<file path="src/rtl/mrfp_pkg.sv">
// ----------------------------------------------------------------------------
// mrfp_pkg
// Shared types and constants of the six-neighbourhood prior estimator.
// ----------------------------------------------------------------------------
package mrfp_pkg;

  localparam int BINS_PER_CLASS = 2401;   // 7^4 neighbour configurations
  localparam int NUM_DIGITS     = 4;      // count digits for classes 2 to 5
  localparam int DIGIT_RADIX    = 7;      // 0..6 neighbours per class
  localparam int NEIGHBOURS     = 6;
  localparam int DIV_W          = 64;
  localparam int VALUE_W        = 48;
  localparam int LOG_FRAC       = 16;
  localparam logic [31:0] LN2_Q32 = 32'd2977044472;

  typedef enum logic [4:0] {
    S_CLEAR,
    S_IDLE,
    S_V_WR,
    S_FR_START,
    S_FR_DIV,
    S_FR_OUT,
    S_SW_INIT,
    S_B_RD,
    S_B_CHK,
    S_LOG_NORM,
    S_LOG_SQ,
    S_LN_MUL,
    S_PD_MUL,
    S_NEXT,
    S_BT_START,
    S_BT_DIV,
    S_BT_OUT
  } state_t;

  typedef enum logic [1:0] {
    REG_NUM_CLASSES = 2'd0,
    REG_UNIT_ALPHA  = 2'd1,
    REG_COUNT_THR   = 2'd2
  } cfg_reg_t;

  typedef enum logic {
    OP_VOXEL  = 1'b0,
    OP_FINISH = 1'b1
  } op_t;

  typedef enum logic {
    KIND_FRACTION = 1'b0,
    KIND_BETA     = 1'b1
  } kind_t;

  typedef struct packed {
    logic busy;
    logic done;
  } div_sts_t;

endpackage

</file>
<file path="src/rtl/mrfp_div.sv">
// ----------------------------------------------------------------------------
// mrfp_div
// Restoring unsigned divider, one quotient bit per cycle.
// ----------------------------------------------------------------------------
module mrfp_div (
  input  logic                        clk,
  input  logic                        rst,
  input  logic                        start,
  input  logic [mrfp_pkg::DIV_W-1:0]  dividend,
  input  logic [mrfp_pkg::DIV_W-1:0]  divisor,
  output logic [mrfp_pkg::DIV_W-1:0]  quotient,
  output mrfp_pkg::div_sts_t          sts
);
  import mrfp_pkg::*;

  localparam int CNT_W = $clog2(DIV_W + 1);

  logic [DIV_W-1:0] rem;
  logic [DIV_W-1:0] quo;
  logic [DIV_W-1:0] dsr;
  logic [CNT_W-1:0] cnt;
  logic             busy;
  logic             done;
  logic [DIV_W:0]   trial;
  logic             ge;
  logic [DIV_W:0]   diff;

  always_comb begin
    trial = {rem, quo[DIV_W-1]};
    ge    = trial >= {1'b0, dsr};
    diff  = trial - {1'b0, dsr};
  end

  always_ff @(posedge clk) begin
    if (rst) begin
      busy <= 1'b0;
      done <= 1'b0;
    end else begin
      done <= 1'b0;
      if (start) begin
        busy <= 1'b1;
        cnt  <= CNT_W'(DIV_W);
      end else if (busy) begin
        cnt <= cnt - CNT_W'(1);
        if (cnt == CNT_W'(1)) begin
          busy <= 1'b0;
          done <= 1'b1;
        end
      end
    end
  end

  always_ff @(posedge clk) begin
    if (start) begin
      rem <= '0;
      quo <= dividend;
      dsr <= divisor;
    end else if (busy) begin
      rem <= ge ? diff[DIV_W-1:0] : trial[DIV_W-1:0];
      quo <= {quo[DIV_W-2:0], ge};
    end
  end

  assign quotient = quo;
  assign sts.busy = busy;
  assign sts.done = done;

endmodule

</file>
<file path="config.mk">
export PLATFORM = sky130hd
export DESIGN_NAME = mrfp_div
export DESIGN_NICKNAME = d
export VERILOG_FILES = /design/src/rtl/mrfp_pkg.sv /design/src/rtl/mrfp_div.sv
export SDC_FILE = /design/constraint.sdc
export NUM_CORES = 1
export LEC_CHECK = 0
export BUFFER_PORTS_ARGS = -buffer_cell sky130_fd_sc_hd__buf_2
export CAP_MARGIN = 40
export CORE_AREA = 4 4 147 185
export DETAILED_ROUTE_END_ITERATION = 6
export DIE_AREA = 0 0 151 189
export GPL_TIMING_DRIVEN = 1
export PLACE_DENSITY_LB_ADDON = 0.05
export SYNTH_ARGS = -nofsm -noshare
export SYNTH_HDL_FRONTEND = slang
export SYNTH_SLANG_ARGS = --single-unit
</file>
<file path="constraint.sdc">
create_clock -name clk -period 4.4 [get_ports clk]
set_clock_uncertainty 0.2 [all_clocks]
set_input_delay 1.1 -clock clk [delete_from_list [all_inputs] [get_ports clk]]
set_output_delay 1.1 -clock clk [all_outputs]
set_load 0.005 [all_outputs]
</file>
After elaboration in Yosys (flattened, before gate mapping)
Cells that the tools add are included.

Register bits: 201. Input bits: 131. Output and inout bits: 66. Logic and storage cells: 23.

$add $sub $neg: 2. Order comparisons: 1. Equality and inequality tests: 1. Multiplexer cells: 8. Bitwise operators: 2. Reduce and logical (&&, ||, !) cells: 3.

Operator list (count): 2-to-1 mux 64 bit (3); greater-or-equal comparator 65 x 64 -> 1 bit (1); subtractor 64 bit (1); equality test 7 x 1 -> 1 bit (second input constant) (1); 2-to-1 mux 7 bit (1); subtractor 7 x 1 -> 7 bit (second input constant) (1); 2-to-1 mux 1 bit (4); OR reduction 3 bit (1); NOT 1 bit (2); AND reduction 2 bit (1); nonzero test 2 bit (1).

Depth between registers and ports, before layout
Depth after elaboration: 4. Mapped depth: 14.

Least setup slack after synthesis
Ideal clock, no wire load.

Path kind: input to register. Start: in start. End: reg quo[0], in the netlist quotient[0] (enable). Arrival time: 2902 ps. Required time: 3782 ps. Setup slack: 880 ps. Stages on the path: 4. Buffers on the path: 2. Cells stage by stage: clkbuf_1 > nor2_1 > clkbuf_1 > inv_1.

Word-level cells in the longest chain between the ends: 1.

RTL lines: start, declared (line mrfp_div.sv:8) `input logic start,`; nonzero test 2 bit (no source line); end signal, assigned (line mrfp_div.sv:56) `quo <= dividend;`; end signal, assigned (line mrfp_div.sv:60) `quo <= {quo[DIV_W-2:0], ge};`; end, declared (line mrfp_div.sv:19) `logic [DIV_W-1:0] quo;`.

Every way passes these cells. A chain may end at the register's enable or synchronous reset.

Final worst setup path
Start: reg dsr[1]. End: reg rem[42].

Word-level cells in the longest chain between the ends: 2. Elaborated cells between the ends (all ways): 3. Classes of those cells: add/sub (1); order compare (1); mux (1).

RTL lines: start, declared (line mrfp_div.sv:20) `logic [DIV_W-1:0] dsr;`; start signal, assigned (line mrfp_div.sv:57) `dsr <= divisor;`; subtractor 64 bit or greater-or-equal comparator 65 x 64 -> 1 bit (tied branches) (line mrfp_div.sv:31, mrfp_div.sv:30); 2-to-1 mux 64 bit (*) (line mrfp_div.sv:59) `rem <= ge ? diff[DIV_W-1:0] : trial[DIV_W-1:0];`; end signal, assigned (line mrfp_div.sv:59); end, declared (line mrfp_div.sv:18) `logic [DIV_W-1:0] rem;`.

Every way passes the cells marked *; elsewhere a longest branch is shown, timed or not.

==> impl_summary.log <==
INFO  metric status = completed
INFO  metric postCtsSetupBuffers = 0
INFO  metric detailedPlacementHpwl = 24.2 mm
INFO  metric postLayoutCoreUtil = 55.5%
INFO  metric wire_per_inst = 17.9 microns
INFO  metric ys.flop_type = sky130_fd_sc_hd__edfxtp_1
INFO  metric cell_area_after_synthesis = 12300 sq um
INFO  metric cts_hold_repair.buffers = 0
INFO  metric power.leakage = 0.00593 uW
INFO  metric critical_path_peak_fanout = 28
INFO  metric arrival = 4060 ps
INFO  metric min_path_type = reg2reg
INFO  metric clockRootBuffer = sky130_fd_sc_hd__clkbuf_16
INFO  metric core.rowCount = 66
INFO  metric yosys_warnings = 0
INFO  metric synth-seq-area-share = 43.7%
INFO  metric timing_worst_setup_path_type = reg2reg
INFO  metric finalSetupViolations = 0
INFO  metric worstRegToRegCells = 12
INFO  metric layout_commonest_cell = sky130_fd_sc_hd__buf_2
INFO  metric global_routing_usage_summed_across_all_routing_layers = 22.6%
INFO  metric final_max_slew_viol_count = 0
INFO  metric grt_pass1_vias = 10402
INFO  metric worst_pin_slew = 754 ps
INFO  metric core-area = 25600 sq um
INFO  metric ys_top_cells_by_area = sky130_fd_sc_hd__edfxtp_1, sky130_fd_sc_hd__dfxtp_1, sky130_fd_sc_hd__ha_1
INFO  metric final.setup.tns = 0 ps
INFO  metric share_comb_of_total_power = 24.1%
INFO  metric yosys_register_bits = 201
INFO  metric period_needed = 3830 ps
INFO  metric worst_ir_drop_vdd = 0.396 mV
INFO  metric final_instance_area = 14200 sq um
INFO  metric drc_errors = 0
INFO  metric dr.first_iter.drc_count = 518
INFO  metric design.die.area = 28500 sq um
INFO  metric power_report.internal_total = 3780 uW
INFO  metric synthDistinctLibCells = 74
INFO  metric diodes = 0
INFO  metric die_h = 189 microns
INFO  metric worst_slack = 572 ps
INFO  metric placed_cell_area = 13500 sq um
INFO  metric p_switching = 1640 uW
INFO  metric critPathRequiredTime = 4630 ps
INFO  metric worstSetupStartpoint = dsr[1]
INFO  metric crit_path_capture = rem[42]
INFO  metric setup_repair_after_global_routing_missed_its_margin = no
INFO  metric tritoncts = done
INFO  metric final_worst_path_cycle_share = 87.0%
INFO  metric seq_power_share = 42.3%
INFO  metric drive_above_1_share = 22.3%
INFO  metric max-slew-margin-rel = 49.4%
INFO  metric layout_common_cells = sky130_fd_sc_hd__buf_2, sky130_fd_sc_hd__nand2_1, sky130_fd_sc_hd__edfxtp_1
INFO  metric power.clock.fraction = 33.7%
INFO  metric h-tree-depth = 1
INFO  metric synth_fp_nets = 1495
INFO  metric die-width = 151 microns
INFO  metric latest_clock_arrival_within_the_worst_skew_pair = 520 ps
INFO  metric floorplan.io_pins = 197
INFO  metric area.growth.synth_to_final = 15.7%
INFO  metric synth_edf_count = 135
INFO  metric cap_violations = 0
INFO  metric setup_slack_of_the_worst_register_to_register_path = 570 ps
INFO  metric grt_antenna_before_repair = 0
INFO  metric maximum_number_of_pins_on_one_net_before_global_route_repair = 104
INFO  metric holdPathStages = 2
INFO  metric grt_pass1_wl = 52.9 mm
INFO  metric final_nets = 1653
INFO  metric crit-reg2reg-capture = rem[42]
INFO  metric startpoint_type = register
INFO  metric fmaxAchievable = 0.261 GHz
INFO  metric switching_share = 30.2%
INFO  metric pwr_density_cell = 381 nW/um^2
INFO  metric post_synth_inst_count = 1297
INFO  metric placement.io_buffers = 196
INFO  metric worst_setup_end_kind = register
INFO  metric worstReg2RegStart = dsr[1]
INFO  metric antenna_left = 0
INFO  metric initial_standard_cell_utilization_of_the_core = 48.0%
INFO  metric cts_buffers = 23
INFO  metric postRouteWirelength = 32.5 mm
INFO  metric cts_resized = 0
INFO  metric async_reset_ff_share = 0%
INFO  metric vias_per_cell = 5.74
INFO  metric place_ws = 622 ps
INFO  metric clock_sinks = 201
INFO  metric vias_after_detailed_routing = 10390
INFO  metric biggest_area_consumer_among_synthesized_cells = sky130_fd_sc_hd__edfxtp_1
INFO  metric drt_pass1_iterations = 5
INFO  metric cts_clk_pin_slew_worst_paths = 60 ps
INFO  metric gp_routability_congestion = 0.912
INFO  metric clock_path_buffers = 3
INFO  metric yosys.area.top_type_share = 33.0%
INFO  metric syn-mean-instance-area = 9.47 sq um
INFO  metric globalRouteOverflowTotal = 0
INFO  metric hold_viol_final = 0
[flip-flops by register name, indices dropped and copies added (netlist names)]
name      count
done          1
cnt           7
busy          1
dsr          64
quotient     64
rem          64
[logic make-up after synthesis]
family / Yosys count / synth area share (%)
and+or+nand+nor: 413 / 15.5
muxes: 72 / 6.56
xor gates and xnor gates: 51 / 3.64
DFF: 201 / 43.7
AOI/OAI and AO/OA: 335 / 18.5
buffers and inverters: 158 / 5.20
adders and majority gates: 67 / 6.88
[cells in the mapped netlist, types with 25 or more instances]
library cell,n
sky130_fd_sc_hd__a21oi_1,82
sky130_fd_sc_hd__clkbuf_1,65
sky130_fd_sc_hd__a21o_1,25
sky130_fd_sc_hd__dfxtp_1,66
sky130_fd_sc_hd__edfxtp_1,135
sky130_fd_sc_hd__mux2_2,68
sky130_fd_sc_hd__ha_1,66
sky130_fd_sc_hd__a311oi_1,39
sky130_fd_sc_hd__xor2_1,25
sky130_fd_sc_hd__nor2_1,111
sky130_fd_sc_hd__inv_1,81
sky130_fd_sc_hd__nand2_1,147
sky130_fd_sc_hd__o21ai_0,54
sky130_fd_sc_hd__nand3_1,35
sky130_fd_sc_hd__nand4_1,32
sky130_fd_sc_hd__xnor2_1,26
[critical path: stages, from the launching register on]
cell                        delay [ps]
sky130_fd_sc_hd__edfxtp_1          370
sky130_fd_sc_hd__inv_1              50
sky130_fd_sc_hd__ha_1              270
sky130_fd_sc_hd__nor2b_1           180
sky130_fd_sc_hd__o2111ai_1         160
sky130_fd_sc_hd__a31oi_1           390
sky130_fd_sc_hd__o311a_1           360
sky130_fd_sc_hd__o21ai_2           150
sky130_fd_sc_hd__a2111oi_4         500
sky130_fd_sc_hd__or2_1             180
sky130_fd_sc_hd__buf_4             330
sky130_fd_sc_hd__nand2_1           340
sky130_fd_sc_hd__o221ai_1          240
[layer usage]
layer  track usage (%)  vias up  routed length, microns
li1                  -     5095                       -
met4              7.15        0                     978
met3              4.17       69                    1830
met2              39.9      292                   16400
met1              27.7     4934                   13300
met5                 0        -                       0
[per-stage QoR]
step                      power [uW]  std cells  hold WS [ps]
after floorplan                 3220       1297           253
after global placement          3620       1770           281
after detailed placement        3630       1770           286
after CTS                       5470       1811           293
after global routing            5720       1811           317
final                           5420       1811           295
[power by group through the flow]
| stage | logic, uW | registers [uW] | clock network, uW |
|---|---|---|---|
| 2_1_floorplan | 906 | 2320 | 0 |
| 3_3_place_gp | 1300 | 2330 | 0 |
| 3_5_place_dp | 1300 | 2330 | 0 |
| 4_1_cts | 1300 | 2290 | 1880 |
| 5_1_grt | 1450 | 2310 | 1950 |
| 6_report | 1300 | 2290 | 1820 |
[how the worst min path moves through the flow]
stage / from / end / slack (ps)
after floorplan: rem[20] / rem[20] / 250
after global placement: rem[26] / rem[26] / 280
after detailed placement: rem[14] / rem[14] / 290
after CTS: rem[20] / rem[20] / 290
after global routing: rem[7] / rem[8] / 320
final: rem[20] / rem[20] / 290
[cell type report]
cell class              count  area [sq um]
clock buffers              33           674
clock inverters             8          40.0
fillers                  2376         11400
inverters                  81           304
multi-input cells         938          6280
flip-flops and latches    201          5380
well taps                 340           425
repair buffers            210          1120
(Power assumes the default switching activity.)
